==> config.mk <==
export PLATFORM = sky130hd
export DESIGN_NAME = offset_moving_average_tracker_top_flat
export DESIGN_NICKNAME = d
export VERILOG_FILES = /design/src/sv/omat_pkg.sv /design/src/sv/omat_channel_if.sv /design/src/sv/omat_div.sv /design/src/sv/omat_datapath.sv /design/src/sv/omat_ctrl.sv /design/src/sv/offset_moving_average_tracker_top.sv /design/src/flat_wrapper.sv
export SDC_FILE = /design/constraint.sdc
export NUM_CORES = 2
export LEC_CHECK = 0
export BUFFER_PORTS_ARGS = -buffer_cell sky130_fd_sc_hd__buf_2
export CORE_ASPECT_RATIO = 2
export CORE_MARGIN = 2
export CORE_UTILIZATION = 68
export DETAILED_ROUTE_END_ITERATION = 16
export GPL_TIMING_DRIVEN = 1
export PLACE_DENSITY = 0.84
export SYNTH_ARGS = -nofsm -noshare
export SYNTH_HDL_FRONTEND = slang
export SYNTH_SLANG_ARGS = --single-unit
==> constraint.sdc <==
create_clock -name clock -period 16.9 [get_ports clock]
set_input_delay 0 -clock clock [delete_from_list [all_inputs] [get_ports clock]]
set_output_delay 0 -clock clock [all_outputs]
set_load 0.01 [all_outputs]
==> src/sv/omat_pkg.sv <==
// shared widths, register indexes and control types of the offset moving average tracker
`timescale 1ns / 1ps
`default_nettype none

package omat_pkg;

   // field and state widths
   localparam int SAMPLE_WIDTH = 16;
   localparam int ENTRY_W      = SAMPLE_WIDTH + 1;
   localparam int TOTAL_W      = 24;
   localparam int SUM_W        = SAMPLE_WIDTH + 9;
   localparam int COUNT_W      = 9;
   localparam int WLEN_W       = 7;
   localparam int OSAMP_W      = 8;
   localparam int DIVISOR_W    = 8;

   // configuration port
   localparam int CSR_INDEX_W = 1;
   localparam int CSR_DATA_W  = 8;
   localparam logic [CSR_INDEX_W-1:0] CSR_WINDOW_LENGTH  = 1'b0;
   localparam logic [CSR_INDEX_W-1:0] CSR_OFFSET_SAMPLES = 1'b1;
   localparam logic [WLEN_W-1:0]      WINDOW_LENGTH_RESET = 7'd8;

   // default ring depth
   localparam int DEFAULT_WINDOW_DEPTH = 64;

   // controller to datapath commands
   typedef struct packed {
      logic clear_step;
      logic rd_en;
      logic rd_prev;
      logic accept;
      logic calib_add;
      logic div_start;
      logic div_sel_avg;
      logic set_offset;
      logic upd_total;
      logic upd_avg;
      logic upd_accel;
      logic load_rsp;
   } omat_cmd_type;

   // datapath to controller status
   typedef struct packed {
      logic clear_last;
      logic is_calib;
      logic need_div;
      logic div_done;
   } omat_status_type;

endpackage

`default_nettype wire

==> src/sv/omat_channel_if.sv <==
// request and response channel interfaces
`timescale 1ns / 1ps
`default_nettype none

interface omat_req_if;
   import omat_pkg::*;

   logic                           valid;
   logic                           ready;
   logic signed [SAMPLE_WIDTH-1:0] sample;

   modport source (output valid, output sample, input ready);
   modport sink   (input valid, input sample, output ready);
endinterface

interface omat_rsp_if;
   import omat_pkg::*;

   logic                           valid;
   logic                           ready;
   logic                           calibrating;
   logic signed [SAMPLE_WIDTH-1:0] offset;
   logic signed [ENTRY_W-1:0]      average;
   logic signed [TOTAL_W-1:0]      accel;
   logic signed [ENTRY_W-1:0]      minimum;
   logic signed [ENTRY_W-1:0]      maximum;
   logic                           window_wrapped;

   modport source (output valid, output calibrating, output offset, output average,
                   output accel, output minimum, output maximum, output window_wrapped,
                   input ready);
   modport sink   (input valid, input calibrating, input offset, input average,
                   input accel, input minimum, input maximum, input window_wrapped,
                   output ready);
endinterface

`default_nettype wire

==> src/sv/omat_div.sv <==
// restoring divider: signed dividend by unsigned divisor, quotient truncated toward zero
`timescale 1ns / 1ps
`default_nettype none

module omat_div (
   input  wire logic                                clock,
   input  wire logic                                reset,
   input  wire logic                                start,
   input  wire logic signed [omat_pkg::SUM_W-1:0]   dividend,
   input  wire logic [omat_pkg::DIVISOR_W-1:0]      divisor,
   output logic                                     done,
   output logic signed [omat_pkg::SUM_W-1:0]        quotient
);
   import omat_pkg::*;

   localparam int CNT_W = $clog2(SUM_W + 1);

   logic                  busy_ff, busy_in;
   logic                  done_ff, done_in;
   logic [CNT_W-1:0]      cnt_ff, cnt_in;
   logic [DIVISOR_W-1:0]  rem_ff, rem_in;
   logic [SUM_W-1:0]      quo_ff, quo_in;
   logic [DIVISOR_W-1:0]  den_ff, den_in;
   logic                  neg_ff, neg_in;

   logic [DIVISOR_W:0]    trial;
   logic                  fits;

   // one quotient bit per cycle
   assign trial = {rem_ff, quo_ff[SUM_W-1]};
   assign fits  = trial >= {1'b0, den_ff};

   always_comb begin
      busy_in = busy_ff;
      done_in = 1'b0;
      cnt_in  = cnt_ff;
      rem_in  = rem_ff;
      quo_in  = quo_ff;
      den_in  = den_ff;
      neg_in  = neg_ff;
      if (start) begin
         busy_in = 1'b1;
         cnt_in  = '0;
         rem_in  = '0;
         den_in  = divisor;
         neg_in  = dividend[SUM_W-1];
         quo_in  = dividend[SUM_W-1] ? SUM_W'(-dividend) : SUM_W'(dividend);
      end else if (busy_ff) begin
         if (cnt_ff == CNT_W'(SUM_W)) begin
            // apply the sign after the last step
            quo_in  = neg_ff ? SUM_W'(-quo_ff) : quo_ff;
            busy_in = 1'b0;
            done_in = 1'b1;
         end else begin
            rem_in = fits ? DIVISOR_W'(trial - {1'b0, den_ff}) : trial[DIVISOR_W-1:0];
            quo_in = {quo_ff[SUM_W-2:0], fits};
            cnt_in = cnt_ff + CNT_W'(1);
         end
      end
   end

   // control state
   always_ff @(posedge clock) begin
      if (reset) begin
         busy_ff <= 1'b0;
         done_ff <= 1'b0;
         cnt_ff  <= '0;
      end else begin
         busy_ff <= busy_in;
         done_ff <= done_in;
         cnt_ff  <= cnt_in;
      end
   end

   // working registers
   always_ff @(posedge clock) begin
      rem_ff <= rem_in;
      quo_ff <= quo_in;
      den_ff <= den_in;
      neg_ff <= neg_in;
   end

   assign done     = done_ff;
   assign quotient = $signed(quo_ff);

endmodule

`default_nettype wire

==> src/sv/omat_datapath.sv <==
// datapath: configuration, calibration, rings, running totals, min/max and result register
`timescale 1ns / 1ps
`default_nettype none

module omat_datapath #(
   parameter int WINDOW_DEPTH = omat_pkg::DEFAULT_WINDOW_DEPTH
) (
   input  wire logic                                   clock,
   input  wire logic                                   reset,
   input  wire omat_pkg::omat_cmd_type                 cmd,
   output omat_pkg::omat_status_type                   status,
   input  wire logic                                   csr_write,
   input  wire logic [omat_pkg::CSR_INDEX_W-1:0]       csr_index,
   input  wire logic [omat_pkg::CSR_DATA_W-1:0]        csr_data,
   input  wire logic signed [omat_pkg::SAMPLE_WIDTH-1:0] req_sample,
   output logic                                        rsp_calibrating,
   output logic signed [omat_pkg::SAMPLE_WIDTH-1:0]    rsp_offset,
   output logic signed [omat_pkg::ENTRY_W-1:0]         rsp_average,
   output logic signed [omat_pkg::TOTAL_W-1:0]         rsp_accel,
   output logic signed [omat_pkg::ENTRY_W-1:0]         rsp_minimum,
   output logic signed [omat_pkg::ENTRY_W-1:0]         rsp_maximum,
   output logic                                        rsp_window_wrapped
);
   import omat_pkg::*;

   localparam int POS_W = $clog2(WINDOW_DEPTH);

   // configuration registers
   logic [WLEN_W-1:0]  wlen_ff;
   logic [OSAMP_W-1:0] osamp_ff;

   // model state
   logic [POS_W-1:0]           pos_ff, pos_in;
   logic [POS_W-1:0]           clr_ff;
   logic signed [TOTAL_W-1:0]  rt_ff, rt_in;
   logic signed [TOTAL_W-1:0]  at_ff, at_in;
   logic [COUNT_W-1:0]         count_ff;
   logic signed [SUM_W-1:0]    sum_ff;
   logic signed [SAMPLE_WIDTH-1:0] offset_ff;
   logic signed [ENTRY_W-1:0]  min_ff, max_ff;

   // per-word working registers
   logic signed [SAMPLE_WIDTH-1:0] sample_ff;
   logic signed [TOTAL_W-1:0]  rtv_ff;
   logic signed [ENTRY_W-1:0]  rr_rd_ff, ar_rd_ff;
   logic signed [ENTRY_W-1:0]  old_avg_ff, avg_ff;
   logic                       res_calib_ff, res_wrap_ff;
   logic signed [ENTRY_W-1:0]  res_avg_ff;
   logic signed [TOTAL_W-1:0]  res_accel_ff;

   // response register
   logic                       rsp_calib_ff, rsp_wrap_ff;
   logic signed [SAMPLE_WIDTH-1:0] rsp_offset_ff;
   logic signed [ENTRY_W-1:0]  rsp_avg_ff, rsp_min_ff, rsp_max_ff;
   logic signed [TOTAL_W-1:0]  rsp_accel_ff;

   // rings
   logic signed [ENTRY_W-1:0]  rr_mem [WINDOW_DEPTH];
   logic signed [ENTRY_W-1:0]  ar_mem [WINDOW_DEPTH];

   logic [WLEN_W-1:0]          len;
   logic [POS_W-1:0]           prev;
   logic [POS_W-1:0]           ar_raddr;
   logic [POS_W:0]             pos_inc;
   logic                       wrap;
   logic signed [ENTRY_W-1:0]  v;
   logic signed [ENTRY_W-1:0]  avg_new;
   logic signed [ENTRY_W-1:0]  ar_prev;
   logic signed [TOTAL_W-1:0]  accel;
   logic signed [SUM_W-1:0]    div_dividend;
   logic [DIVISOR_W-1:0]       div_divisor;
   logic                       div_done;
   logic signed [SUM_W-1:0]    div_quotient;

   // effective window length, clamped to 1..WINDOW_DEPTH
   always_comb begin
      if (wlen_ff == '0) begin
         len = WLEN_W'(1);
      end else if (32'(wlen_ff) > WINDOW_DEPTH) begin
         len = WLEN_W'(WINDOW_DEPTH);
      end else begin
         len = wlen_ff;
      end
   end

   // ring positions
   always_comb begin
      if (pos_ff == '0) begin
         prev = POS_W'(len - WLEN_W'(1));
      end else begin
         prev = pos_ff - POS_W'(1);
      end
   end
   assign pos_inc  = {1'b0, pos_ff} + (POS_W + 1)'(1);
   assign wrap     = 32'(pos_inc) >= 32'(len);
   assign pos_in   = wrap ? '0 : pos_inc[POS_W-1:0];
   assign ar_raddr = cmd.rd_prev ? prev : pos_ff;

   // offset-corrected reading and running totals
   assign v       = ENTRY_W'(sample_ff) - ENTRY_W'(offset_ff);
   assign rt_in   = rt_ff - TOTAL_W'(rr_rd_ff) + TOTAL_W'(v);
   assign avg_new = $signed(div_quotient[ENTRY_W-1:0]);
   assign at_in   = at_ff - TOTAL_W'(old_avg_ff) + TOTAL_W'(avg_new);
   // with a one-entry window the previous slot is the one just written
   assign ar_prev = (prev == pos_ff) ? avg_ff : ar_rd_ff;
   assign accel   = rtv_ff - at_ff + TOTAL_W'(ar_prev);

   // status to controller
   assign status.clear_last = clr_ff == POS_W'(WINDOW_DEPTH - 1);
   assign status.is_calib   = COUNT_W'(osamp_ff) >= count_ff;
   assign status.need_div   = (count_ff == COUNT_W'(osamp_ff)) && (osamp_ff != '0);
   assign status.div_done   = div_done;

   // shared divider operands
   assign div_dividend = cmd.div_sel_avg ? SUM_W'(rt_ff) : sum_ff;
   assign div_divisor  = cmd.div_sel_avg ? DIVISOR_W'(len) : osamp_ff;

   omat_div u_div (
      .clock    (clock),
      .reset    (reset),
      .start    (cmd.div_start),
      .dividend (div_dividend),
      .divisor  (div_divisor),
      .done     (div_done),
      .quotient (div_quotient)
   );

   // configuration writes
   always_ff @(posedge clock) begin
      if (reset) begin
         wlen_ff  <= WINDOW_LENGTH_RESET;
         osamp_ff <= '0;
      end else if (csr_write) begin
         unique case (csr_index)
            CSR_WINDOW_LENGTH:  wlen_ff  <= csr_data[WLEN_W-1:0];
            CSR_OFFSET_SAMPLES: osamp_ff <= csr_data[OSAMP_W-1:0];
            default: ;
         endcase
      end
   end

   // tracker state
   always_ff @(posedge clock) begin
      if (reset) begin
         pos_ff    <= '0;
         clr_ff    <= '0;
         rt_ff     <= '0;
         at_ff     <= '0;
         count_ff  <= '0;
         sum_ff    <= '0;
         offset_ff <= '0;
         min_ff    <= '0;
         max_ff    <= '0;
      end else begin
         if (cmd.clear_step) begin
            clr_ff <= clr_ff + POS_W'(1);
         end
         if (cmd.calib_add) begin
            if (count_ff < COUNT_W'(osamp_ff)) begin
               sum_ff <= sum_ff + SUM_W'(sample_ff);
            end else begin
               offset_ff <= '0;
            end
            count_ff <= count_ff + COUNT_W'(1);
         end
         if (cmd.set_offset) begin
            offset_ff <= div_quotient[SAMPLE_WIDTH-1:0];
            count_ff  <= count_ff + COUNT_W'(1);
         end
         if (cmd.upd_total) begin
            rt_ff <= rt_in;
            if (v < min_ff) begin
               min_ff <= v;
            end
            if (v > max_ff) begin
               max_ff <= v;
            end
         end
         if (cmd.upd_avg) begin
            at_ff <= at_in;
         end
         if (cmd.upd_accel) begin
            pos_ff <= pos_in;
         end
      end
   end

   // per-word working registers
   always_ff @(posedge clock) begin
      if (cmd.accept) begin
         sample_ff <= req_sample;
      end
      if (cmd.upd_total) begin
         rtv_ff     <= rt_ff - TOTAL_W'(rr_rd_ff);
         old_avg_ff <= ar_rd_ff;
      end
      if (cmd.upd_avg) begin
         avg_ff <= avg_new;
      end
      if (cmd.calib_add || cmd.set_offset) begin
         res_calib_ff <= 1'b1;
         res_avg_ff   <= '0;
         res_accel_ff <= '0;
         res_wrap_ff  <= 1'b0;
      end
      if (cmd.upd_accel) begin
         res_calib_ff <= 1'b0;
         res_avg_ff   <= avg_ff;
         res_accel_ff <= accel;
         res_wrap_ff  <= wrap;
      end
   end

   // ring writes: clearing pass, new reading, new average
   always_ff @(posedge clock) begin
      if (cmd.clear_step) begin
         rr_mem[clr_ff] <= '0;
         ar_mem[clr_ff] <= '0;
      end else begin
         if (cmd.upd_total) begin
            rr_mem[pos_ff] <= v;
         end
         if (cmd.upd_avg) begin
            ar_mem[pos_ff] <= avg_new;
         end
      end
   end

   // registered ring reads
   always_ff @(posedge clock) begin
      if (cmd.rd_en) begin
         rr_rd_ff <= rr_mem[pos_ff];
         ar_rd_ff <= ar_mem[ar_raddr];
      end
   end

   // response register
   always_ff @(posedge clock) begin
      if (cmd.load_rsp) begin
         rsp_calib_ff  <= res_calib_ff;
         rsp_offset_ff <= offset_ff;
         rsp_avg_ff    <= res_avg_ff;
         rsp_accel_ff  <= res_accel_ff;
         rsp_min_ff    <= min_ff;
         rsp_max_ff    <= max_ff;
         rsp_wrap_ff   <= res_wrap_ff;
      end
   end

   assign rsp_calibrating    = rsp_calib_ff;
   assign rsp_offset         = rsp_offset_ff;
   assign rsp_average        = rsp_avg_ff;
   assign rsp_accel          = rsp_accel_ff;
   assign rsp_minimum        = rsp_min_ff;
   assign rsp_maximum        = rsp_max_ff;
   assign rsp_window_wrapped = rsp_wrap_ff;

endmodule

`default_nettype wire

==> src/sv/omat_ctrl.sv <==
// controller: sequences the clearing pass, calibration and filter steps of each word
`timescale 1ns / 1ps
`default_nettype none

module omat_ctrl (
   input  wire logic                       clock,
   input  wire logic                       reset,
   input  wire omat_pkg::omat_status_type  status,
   output omat_pkg::omat_cmd_type          cmd,
   input  wire logic                       req_valid,
   output logic                            req_ready,
   output logic                            rsp_valid,
   input  wire logic                       rsp_ready
);
   import omat_pkg::*;

   typedef enum logic [9:0] {
      ST_CLEAR  = 10'b00_0000_0001,
      ST_IDLE   = 10'b00_0000_0010,
      ST_CALIB  = 10'b00_0000_0100,
      ST_CSTART = 10'b00_0000_1000,
      ST_CWAIT  = 10'b00_0001_0000,
      ST_TOTAL  = 10'b00_0010_0000,
      ST_ASTART = 10'b00_0100_0000,
      ST_AWAIT  = 10'b00_1000_0000,
      ST_ACCEL  = 10'b01_0000_0000,
      ST_DONE   = 10'b10_0000_0000
   } omat_state_type;

   omat_state_type state_ff, state_in;
   logic           rsp_valid_ff, rsp_valid_in;
   logic           rsp_free;

   assign rsp_free = !rsp_valid_ff || rsp_ready;

   // next state and commands
   always_comb begin
      state_in = state_ff;
      cmd      = '0;
      unique case (state_ff)
         ST_CLEAR: begin
            cmd.clear_step = 1'b1;
            if (status.clear_last) begin
               state_in = ST_IDLE;
            end
         end
         ST_IDLE: begin
            cmd.rd_en = 1'b1;
            if (req_valid) begin
               cmd.accept = 1'b1;
               if (!status.is_calib) begin
                  state_in = ST_TOTAL;
               end else if (status.need_div) begin
                  state_in = ST_CSTART;
               end else begin
                  state_in = ST_CALIB;
               end
            end
         end
         ST_CALIB: begin
            cmd.calib_add = 1'b1;
            state_in      = ST_DONE;
         end
         ST_CSTART: begin
            cmd.div_start = 1'b1;
            state_in      = ST_CWAIT;
         end
         ST_CWAIT: begin
            if (status.div_done) begin
               cmd.set_offset = 1'b1;
               state_in       = ST_DONE;
            end
         end
         ST_TOTAL: begin
            cmd.upd_total = 1'b1;
            cmd.rd_en     = 1'b1;
            cmd.rd_prev   = 1'b1;
            state_in      = ST_ASTART;
         end
         ST_ASTART: begin
            cmd.div_start   = 1'b1;
            cmd.div_sel_avg = 1'b1;
            state_in        = ST_AWAIT;
         end
         ST_AWAIT: begin
            if (status.div_done) begin
               cmd.upd_avg = 1'b1;
               state_in    = ST_ACCEL;
            end
         end
         ST_ACCEL: begin
            cmd.upd_accel = 1'b1;
            state_in      = ST_DONE;
         end
         ST_DONE: begin
            if (rsp_free) begin
               cmd.load_rsp = 1'b1;
               state_in     = ST_IDLE;
            end
         end
         default: begin
            state_in = ST_CLEAR;
         end
      endcase
   end

   // output register valid
   always_comb begin
      if (cmd.load_rsp) begin
         rsp_valid_in = 1'b1;
      end else if (rsp_ready) begin
         rsp_valid_in = 1'b0;
      end else begin
         rsp_valid_in = rsp_valid_ff;
      end
   end

   always_ff @(posedge clock) begin
      if (reset) begin
         state_ff     <= ST_CLEAR;
         rsp_valid_ff <= 1'b0;
      end else begin
         state_ff     <= state_in;
         rsp_valid_ff <= rsp_valid_in;
      end
   end

   assign req_ready = state_ff == ST_IDLE;
   assign rsp_valid = rsp_valid_ff;

endmodule

`default_nettype wire

==> src/sv/offset_moving_average_tracker_top.sv <==
// Offset moving average tracker, top level.
// A plain calibration word skips the 25-step restoring divider; the word that sets the
// offset and each filtered word wait for it.
// Words are taken one at a time; the next is accepted no sooner than the cycle after the result loads.
// Reset (synchronous): clears the control, configuration and tracker state, then a
// clearing pass zeroes both rings while no word is accepted; configuration writes are taken in the pass.
`timescale 1ns / 1ps
`default_nettype none

module offset_moving_average_tracker_top #(
   parameter int WINDOW_DEPTH = omat_pkg::DEFAULT_WINDOW_DEPTH
) (
   input  wire logic                             clock,
   input  wire logic                             reset,
   omat_req_if.sink                              req_bus,
   omat_rsp_if.source                            rsp_bus,
   input  wire logic                             csr_write,
   input  wire logic [omat_pkg::CSR_INDEX_W-1:0] csr_index,
   input  wire logic [omat_pkg::CSR_DATA_W-1:0]  csr_data
);
   import omat_pkg::*;

   omat_cmd_type    cmd;
   omat_status_type status;

   // sequencing
   omat_ctrl u_ctrl (
      .clock     (clock),
      .reset     (reset),
      .status    (status),
      .cmd       (cmd),
      .req_valid (req_bus.valid),
      .req_ready (req_bus.ready),
      .rsp_valid (rsp_bus.valid),
      .rsp_ready (rsp_bus.ready)
   );

   // arithmetic and storage
   omat_datapath #(
      .WINDOW_DEPTH (WINDOW_DEPTH)
   ) u_datapath (
      .clock              (clock),
      .reset              (reset),
      .cmd                (cmd),
      .status             (status),
      .csr_write          (csr_write),
      .csr_index          (csr_index),
      .csr_data           (csr_data),
      .req_sample         (req_bus.sample),
      .rsp_calibrating    (rsp_bus.calibrating),
      .rsp_offset         (rsp_bus.offset),
      .rsp_average        (rsp_bus.average),
      .rsp_accel          (rsp_bus.accel),
      .rsp_minimum        (rsp_bus.minimum),
      .rsp_maximum        (rsp_bus.maximum),
      .rsp_window_wrapped (rsp_bus.window_wrapped)
   );

endmodule

`default_nettype wire

==> src/flat_wrapper.sv <==
// flat-port wrapper written by rule: the top's interface ports become plain ports
module offset_moving_average_tracker_top_flat import omat_pkg::*;
#(
   parameter int WINDOW_DEPTH = omat_pkg::DEFAULT_WINDOW_DEPTH
)
  (clock, reset, csr_write, csr_index, csr_data, req_bus_valid, req_bus_sample, req_bus_ready, rsp_bus_valid, rsp_bus_calibrating, rsp_bus_offset, rsp_bus_average, rsp_bus_accel, rsp_bus_minimum, rsp_bus_maximum, rsp_bus_window_wrapped, rsp_bus_ready);
  omat_req_if req_bus_i ();
  omat_rsp_if rsp_bus_i ();
  input  wire logic clock;
  input  wire logic reset;
  input  wire logic csr_write;
  input  wire logic [omat_pkg::CSR_INDEX_W-1:0] csr_index;
  input  wire logic [omat_pkg::CSR_DATA_W-1:0] csr_data;
  input wire logic [$bits(req_bus_i.valid)-1:0] req_bus_valid;
  input wire logic [$bits(req_bus_i.sample)-1:0] req_bus_sample;
  output wire logic [$bits(req_bus_i.ready)-1:0] req_bus_ready;
  output wire logic [$bits(rsp_bus_i.valid)-1:0] rsp_bus_valid;
  output wire logic [$bits(rsp_bus_i.calibrating)-1:0] rsp_bus_calibrating;
  output wire logic [$bits(rsp_bus_i.offset)-1:0] rsp_bus_offset;
  output wire logic [$bits(rsp_bus_i.average)-1:0] rsp_bus_average;
  output wire logic [$bits(rsp_bus_i.accel)-1:0] rsp_bus_accel;
  output wire logic [$bits(rsp_bus_i.minimum)-1:0] rsp_bus_minimum;
  output wire logic [$bits(rsp_bus_i.maximum)-1:0] rsp_bus_maximum;
  output wire logic [$bits(rsp_bus_i.window_wrapped)-1:0] rsp_bus_window_wrapped;
  input wire logic [$bits(rsp_bus_i.ready)-1:0] rsp_bus_ready;
  assign req_bus_i.valid = req_bus_valid;
  assign req_bus_i.sample = req_bus_sample;
  assign req_bus_ready = req_bus_i.ready;
  assign rsp_bus_valid = rsp_bus_i.valid;
  assign rsp_bus_calibrating = rsp_bus_i.calibrating;
  assign rsp_bus_offset = rsp_bus_i.offset;
  assign rsp_bus_average = rsp_bus_i.average;
  assign rsp_bus_accel = rsp_bus_i.accel;
  assign rsp_bus_minimum = rsp_bus_i.minimum;
  assign rsp_bus_maximum = rsp_bus_i.maximum;
  assign rsp_bus_window_wrapped = rsp_bus_i.window_wrapped;
  assign rsp_bus_i.ready = rsp_bus_ready;
  offset_moving_average_tracker_top #(.WINDOW_DEPTH(WINDOW_DEPTH)) u_core (.clock(clock), .reset(reset), .req_bus(req_bus_i), .rsp_bus(rsp_bus_i), .csr_write(csr_write), .csr_index(csr_index), .csr_data(csr_data));
endmodule
# Yosys cells after proc, flatten, opt, wreduce, memory -nomap -nowiden
# Memories as Yosys holds them, arrays and structs flattened. A register that Yosys moved wholly into a read port is not among the register bits.
# Cells that the tools add are included.
dict set report totals {
  reg_bits 429
  latch_bits 0
  mem_bits_rw 2176
  romBits 0
  wordCells 180
  n_memories 2
}
# name depth width rd rd_ports_with_merged_regs wr line_no
set mem_list {}
lappend mem_list {u_core.u_datapath.ar_mem 64 17 1 1 1 omat_datapath.sv:59} ;# logic signed [ENTRY_W-1:0] ar_mem [WINDOW_DEPTH];
lappend mem_list {u_core.u_datapath.rr_mem 64 17 1 1 1 omat_datapath.sv:58} ;# logic signed [ENTRY_W-1:0] rr_mem [WINDOW_DEPTH];
dict set report classes {
  n_addsub 17
  mul 0
  div 0
  n_lt_le_gt_ge 7
  n_eq_ne 21
  n_shift 0
  n_mux 67
  bitwise_logic 3
  reduce_logical 27
}
# cell n
set op_table {}
lappend op_table {{$mux 25} 6}
lappend op_table {{$pmux 10 s9} 1}
lappend op_table {{$mux 17} 5}
lappend op_table {{$add 24x17->24} 3}
lappend op_table {{$mux 10} 6}
lappend op_table {{$neg 25->25} 2}
lappend op_table {{$mux 16} 3}
lappend op_table {{$mux 24} 2}
lappend op_table {{$sub 24x17->24} 2}
lappend op_table {{$reduce_or 17->1} 2}
lappend op_table {{$mux 1} 32}
lappend op_table {{$mux 6} 5}
lappend op_table {{$add 25x16->25} 1}
lappend op_table {{$sub 24x24->24} 1}
lappend op_table {{$mux 7} 3}
lappend op_table {{$mux 9} 2}
lappend op_table {{$gt 17x17->1} 1}
lappend op_table {{$lt 17x17->1} 1}
lappend op_table {{$sub 16x16->17} 1}
lappend op_table {{$reduce_and 2->1} 8}
lappend op_table {{$sub 6x1->6 const B} 2}
lappend op_table {{$eq 10x1->1 const B} 1}
lappend op_table {{$eq 10x10->1 const B} 1}
lappend op_table {{$eq 10x2->1 const B} 1}
lappend op_table {{other kinds (37)} 50}

# Longest topological paths before layout
dict set report logic_depth {
  depth_word 9
  ltp_mapped 30
  mapped_depth_nobuf 27
}

# By module
# From an unflattened synthesis, not the netlist that was laid out.
dict set report hier_totals {
  hier_cells 7516
  area_unflattened_um2 114947.7
}
# mod instances cells_each area_per_inst_um2
set by_module_without_submodules {}
lappend by_module_without_submodules {omat_datapath 1 7034 110637.4}
lappend by_module_without_submodules {omat_div 1 383 3497.1}
lappend by_module_without_submodules {omat_ctrl 1 99 813.3}

# Worst setup path before layout
# OpenSTA, ideal clock, no wires.
dict set report synth_path {
  kind {flip-flop to flip-flop}
  from {register u_core.u_datapath.pos_ff[1]}
  to {register u_core.u_datapath.res_accel_ff[12] (data pin)}
  t_arrival_ns 6.942
  path_slack_ns 9.690
  stages_incl_launch_ff 31
  n_path_buf 4
  synth_period_minus_slack_ns 7.210
  cell_sequence {dfxtp_1 clkbuf_1 clkbuf_1 buf_1 inv_1 ha_1 nor4b_2 nand2_1 nor2_1 a21oi_1 ha_1 nand2_1 or2_2 a21oi_1 o21ai_0 a2111oi_4 clkbuf_1 mux2i_1 fa_1 inv_1 fa_1 a21o_1 a21oi_1 o21bai_1 a21oi_1 o21bai_1 a21oi_1 o21bai_1 a2111o_1 a21oi_1 nor3b_1}
}
dict set report synth_via {
  elab_chain_cells 6
  elab_cells_between_ends 7
}
# item line_no
set synth_lines {}
lappend synth_lines {{start: declaration} omat_datapath.sv:33} ;# logic [POS_W-1:0] pos_ff, pos_in;
lappend synth_lines {{start signal: assignment} omat_datapath.sv:183} ;# pos_ff <= pos_in;
lappend synth_lines {{$sub 6x1->6 or $logic_not 6->1 (tied branches)} {omat_datapath.sv:91, omat_datapath.sv:88}}
lappend synth_lines {{$mux 6} omat_datapath.sv:88} ;# if (pos_ff == '0) begin
lappend synth_lines {{$eq 6x6->1 (*)} omat_datapath.sv:105} ;# assign ar_prev = (prev == pos_ff) ? avg_ff : ar_rd_ff;
lappend synth_lines {{$mux 17 (*)} omat_datapath.sv:105}
lappend synth_lines {{$add 24x17->24 (*)} omat_datapath.sv:106} ;# assign accel = rtv_ff - at_ff + TOTAL_W'(ar_prev);
lappend synth_lines {{$mux 24 (*)} omat_datapath.sv:206} ;# if (cmd.upd_accel) begin
lappend synth_lines {{end signal: assignment} omat_datapath.sv:209} ;# res_accel_ff <= accel;
lappend synth_lines {{end: declaration} omat_datapath.sv:49} ;# logic signed [TOTAL_W-1:0] res_accel_ff;
# Mark *: on every way between the ends. The rest lies on a longest branch, timed or not.
# A chain may end at the register's enable or synchronous reset.

# Final worst setup path
dict set report layout_path {
  from {register u_core.u_datapath.pos_ff[0]}
  to {register u_core.u_datapath.res_accel_ff[12] (data pin)}
}
# The elaborated chain is that of the path after synthesis.

==> qor.txt <==
POWER AND IR DROP
------------------------------------------------------------------------------------
Total power per unit cell area ........................................   102 nW/µm²
Switching share of power ..............................................        20.7%
Peak supply drop ......................................................   0.000135 V
Psw ...................................................................      2610 µW
Power share of the combinational group ................................         3.2%
Sequential cell fraction of total power ...............................        57.2%
Internal Pwr Total ....................................................      9980 µW
Leakage ...............................................................    0.0424 µW
Clk network pwr share .................................................        39.6%

DIE
------------------------------------------------------------------------------------
Die Wd ................................................................       290 µm
Ports placed on the boundary ..........................................          125
Core area .............................................................   162000 µm²
Overall die area ......................................................   167000 µm²
Number of cell rows ...................................................          209
Die span in y .........................................................       576 µm
Initial Utilization ...................................................        68.6%

GLOBAL ROUTING
------------------------------------------------------------------------------------
Vias in the first global route ........................................        64000
GR Util All Layers ....................................................        36.4%
Maximum number of pins on one net before global-route repair ..........          142
Number of antenna violations at the first check in global routing .....           12
First-pass GRT wire length ............................................    435000 µm
GR Util met3 ..........................................................        4.96%
Remaining global-route overflow .......................................            0
Met2 demand-to-capacity share in global routing .......................        64.1%
Busiest layer in global routing .......................................         met2
GRT met1 Usage ........................................................        39.4%

LOGIC SYNTHESIS
------------------------------------------------------------------------------------
Post-Synthesis Mean Instance Area .....................................     17.5 µm²
Portion of the post-synthesis area used by sequential elements ........        69.6%
Number of warnings printed during yosys synthesis .....................            0
Portion of synthesized cell area occupied by the leading cell type ....        66.3%
Mapped Nets ...........................................................         6617
Post-synthesis instance area ..........................................   111000 µm²
Synthesized netlist cell count ........................................         6337
Flip-flop and latch count after synthesis .............................         2639
Top cell type by total area after synthesis ........................... sky130_fd_sc_hd__edfxtp_1
Top post-synthesis cells by area ...................................... sky130_fd_sc_hd__edfxtp_1 (66%), sky130_fd_sc_hd__mux4_2 (13%), sky130_fd_sc_hd__dfxtp_1 (3.3%)
Number of unique standard cell types used by synthesis ................           80
Share of synthesized registers carrying an async set or reset .........           0%
Primary FF master, synth .............................................. sky130_fd_sc_hd__edfxtp_1
Number of synthesized flops with an enable pin ........................         2453

DRT
------------------------------------------------------------------------------------
Antenna-violating nets left ...........................................            0
Number of DRC markers in iteration 0 ..................................         7495
Remaining design rule violation count .................................            0
Detail-routed net length per standard cell ............................      33.5 µm
Number of iterations in the first detailed-routing pass ...............            8
Vias after detailed routing ...........................................        62100
Avg Vias per Cell .....................................................         6.93
Total Routed Length ...................................................    300000 µm

FINISH
------------------------------------------------------------------------------------
Number of nets at the end of the flow .................................         6955
Multi-input gate area .................................................    31900 µm²
Number of fill cells ..................................................         8801
Share of post-route cells with drive strength above 1 .................        20.0%
Storage cell area .....................................................    77400 µm²
P&R area growth vs syn ................................................        10.4%

CLOCK TREE
------------------------------------------------------------------------------------
CTS root buffer ....................................................... sky130_fd_sc_hd__clkbuf_16
Setup fix buffers added after clock tree synthesis ....................            0
Cts bufs inserted .....................................................          215
Later-pin clock latency in the skew report ............................       870 ps
Clock H-tree levels ...................................................            4
CTS sink cnt ..........................................................         2639
Maximum number of buffers from clock root to sink .....................            4
CTS tree ..............................................................        built
Clock-pin slew on the worst setup and hold paths ......................        70 ps

TIMING
------------------------------------------------------------------------------------
Final number of setup-violating endpoints .............................            0
Final period demand of the worst path .................................      7700 ps
Fin crit share ........................................................        45.6%
Final-layout setup total negative slack ...............................         0 ps
Setup repair after global routing missed its margin ...................        false
Smallest hold slack ...................................................      89.9 ps
Number of endpoints with negative hold slack in the final report ......            0
Worst Skew ............................................................      71.4 ps
Worst-margin pin slew .................................................      1390 ps
Max_slew headroom .....................................................        7.28%
Max-slew violations ...................................................            0
Max Clock Freq ........................................................      130 MHz

SETUP PATH
------------------------------------------------------------------------------------
Length in cells of the worst reg-to-reg path ..........................           28
Crit path DAT .........................................................      8270 ps
Critical path start-end classification ................................ register to register
Critical path startpoint category .....................................     register
Cell repeated most along the worst path ............................... sky130_fd_sc_hd__a21oi_1
Largest fanout on the critical path ...................................           47
Kind of end point of the critical path ................................     register
Dominant delay contributor by cell family on the critical path ........ compound AO/OA/AOI/OAI gates
CP required ...........................................................     17470 ps
Levels on crit path ...................................................           28
Total buffers and inverters traversed by the critical path ............            3
Cell type of the slowest stage on the worst timing path ............... sky130_fd_sc_hd__dfxtp_4
Largest stage delay, worst path .......................................       940 ps

PLACEMENT
------------------------------------------------------------------------------------
Port Buffer Count .....................................................          124
Hpwl dp ...............................................................    186000 µm
Weighted congestion at the end of routability-driven global placement .        0.939

RUN STATUS
------------------------------------------------------------------------------------
Run status ............................................................ finished clean

FLOW RUN
------------------------------------------------------------------------------------
Max-Cap Viols .........................................................            0

MIN PATH
------------------------------------------------------------------------------------
Classification of the worst-slack hold path ........................... input pin to register
Hold path depth .......................................................            4

==> repair_timing <==
action,CTS,global route
gates resized for setup,0,0
hold endpoints to repair,104,0
hold buffers,55,0
==> logic make-up after synthesis <==
kind of cell / after synthesis / share of synthesized area [%]
AOI/OAI and AO/OA: 667 / 3.86
xor gates and xnor gates: 154 / 1.21
adders and majority gates: 250 / 3.16
buffers and inverters: 561 / 1.92
DFF: 2639 / 69.6
muxes: 943 / 15.6
and+or+nand+nor: 1123 / 4.67
==> registers in the layout, summed over array words and instances (netlist names), 17 cells and up <==
signal	count
u_core.u_datapath.ar_mem	1088
u_core.u_datapath.ar_rd_ff	17
u_core.u_datapath.at_ff	24
u_core.u_datapath.avg_ff	17
u_core.u_datapath.max_ff	17
u_core.u_datapath.min_ff	17
u_core.u_datapath.old_avg_ff	17
u_core.u_datapath.res_accel_ff	24
u_core.u_datapath.res_avg_ff	17
u_core.u_datapath.rr_mem	1088
u_core.u_datapath.rr_rd_ff	17
u_core.u_datapath.rsp_accel	24
u_core.u_datapath.rsp_average	17
u_core.u_datapath.rsp_maximum	17
u_core.u_datapath.rsp_minimum	17
u_core.u_datapath.rt_ff	24
u_core.u_datapath.rtv_ff	24
u_core.u_datapath.sum_ff	25
u_core.u_datapath.u_div.quotient	25
==> power groups by stage <==
| stage | Sequential, µW | Combinational (µW) | Clock [µW] |
|---|---|---|---|
| floorplan | 7310 | 222 | 0 |
| global placement | 7320 | 357 | 0 |
| detailed placement | 7330 | 369 | 0 |
| CTS | 7190 | 390 | 5020 |
| global route | 7190 | 412 | 5230 |
| finish | 7190 | 402 | 4990 |
==> final timing paths <==
path,start,end,slack [ps]
setup / recovery,u_core.u_datapath.pos_ff[0],u_core.u_datapath.res_accel_ff[12],9200
hold / removal,csr_data[7],u_core.u_datapath.osamp_ff[7],90
setup reg to reg,u_core.u_datapath.pos_ff[0],u_core.u_datapath.res_accel_ff[12],9200
hold reg to reg,u_core.u_datapath.res_avg_ff[12],u_core.u_datapath.rsp_average[12],400
==> cell usage after synthesis, drive strengths merged (66+ instances only) <==
cell    instances
edfxtp       2453
mux4          629
nor2          423
mux2i         311
inv           291
nand2         280
a21oi         208
ha            199
dfxtp         186
clkbuf        147
o21ai         134
buf           121
xnor2          88
nor3           81
nand3          72
xor2           66
==> cells in the final DEF, fill, tap and decap left out, drive strengths merged, types with 12 or more instances in the layout <==
cell	count
dlygate4sd3	55
nand2	280
and3	18
clkinv	79
clkbuf	261
a22oi	17
buf	334
or2	18
inv	302
mux2i	311
o21ai	134
a21o	49
nor4	14
dfxtp	186
nand3	72
o211ai	31
nor2	423
o21a	40
bufinv	19
a31oi	12
and2	48
fa	51
nand2b	21
a211o	13
nor3b	14
xor2	66
o21bai	17
nor3	81
nor2b	38
ha	199
mux4	629
clkinvlp	23
edfxtp	2453
nand4	26
o31ai	19
a21oi	208
or3	36
xnor2	88
a211oi	33
==> cell type report <==
| type | count | area share, % |
|---|---|---|
| sequential | 2639 | 63.0 |
| clock inverter | 130 | 1.00 |
| multi-input combinational | 3137 | 26.0 |
| timing repair buffer | 389 | 2.30 |
| antenna | 6 | 0.0122 |
| tap | 2110 | 2.15 |
| inverter | 293 | 0.899 |
| clock buffer | 261 | 4.60 |
==> metal layers <==
layer  wire length, µm  up-vias  share of wire, %
li1                  -    25600                 -
met1             90000    31400                30
met2            157000     3974                52
met3             23200     1122               7.7
met4             29700       10               9.9
met5                70        -             0.023
==> per-stage QoR <==
step / worst slack, ps / util (%) / instances / instance area (µm²) / total power (µW)
floorplan: 9690 / - / 6337 / 111000 / 7530
global placement: 9200 / 71.1 / 8513 / 115000 / 7670
detailed placement: 9160 / 71.1 / 8513 / 115000 / 7700
CTS: 9150 / 75.7 / 8959 / 123000 / 12600
global route: 8620 / 75.7 / 8963 / 123000 / 12800
finish: 9200 / 75.7 / 8965 / 123000 / 12600
==> worst min-delay path, cell delays in order <==
cell and delay (ps):
sky130_fd_sc_hd__dlygate4sd3_1 550, sky130_fd_sc_hd__buf_2 180, sky130_fd_sc_hd__nand3_1 80, sky130_fd_sc_hd__a21oi_1 60
Power figures use the tool's default switching activity.
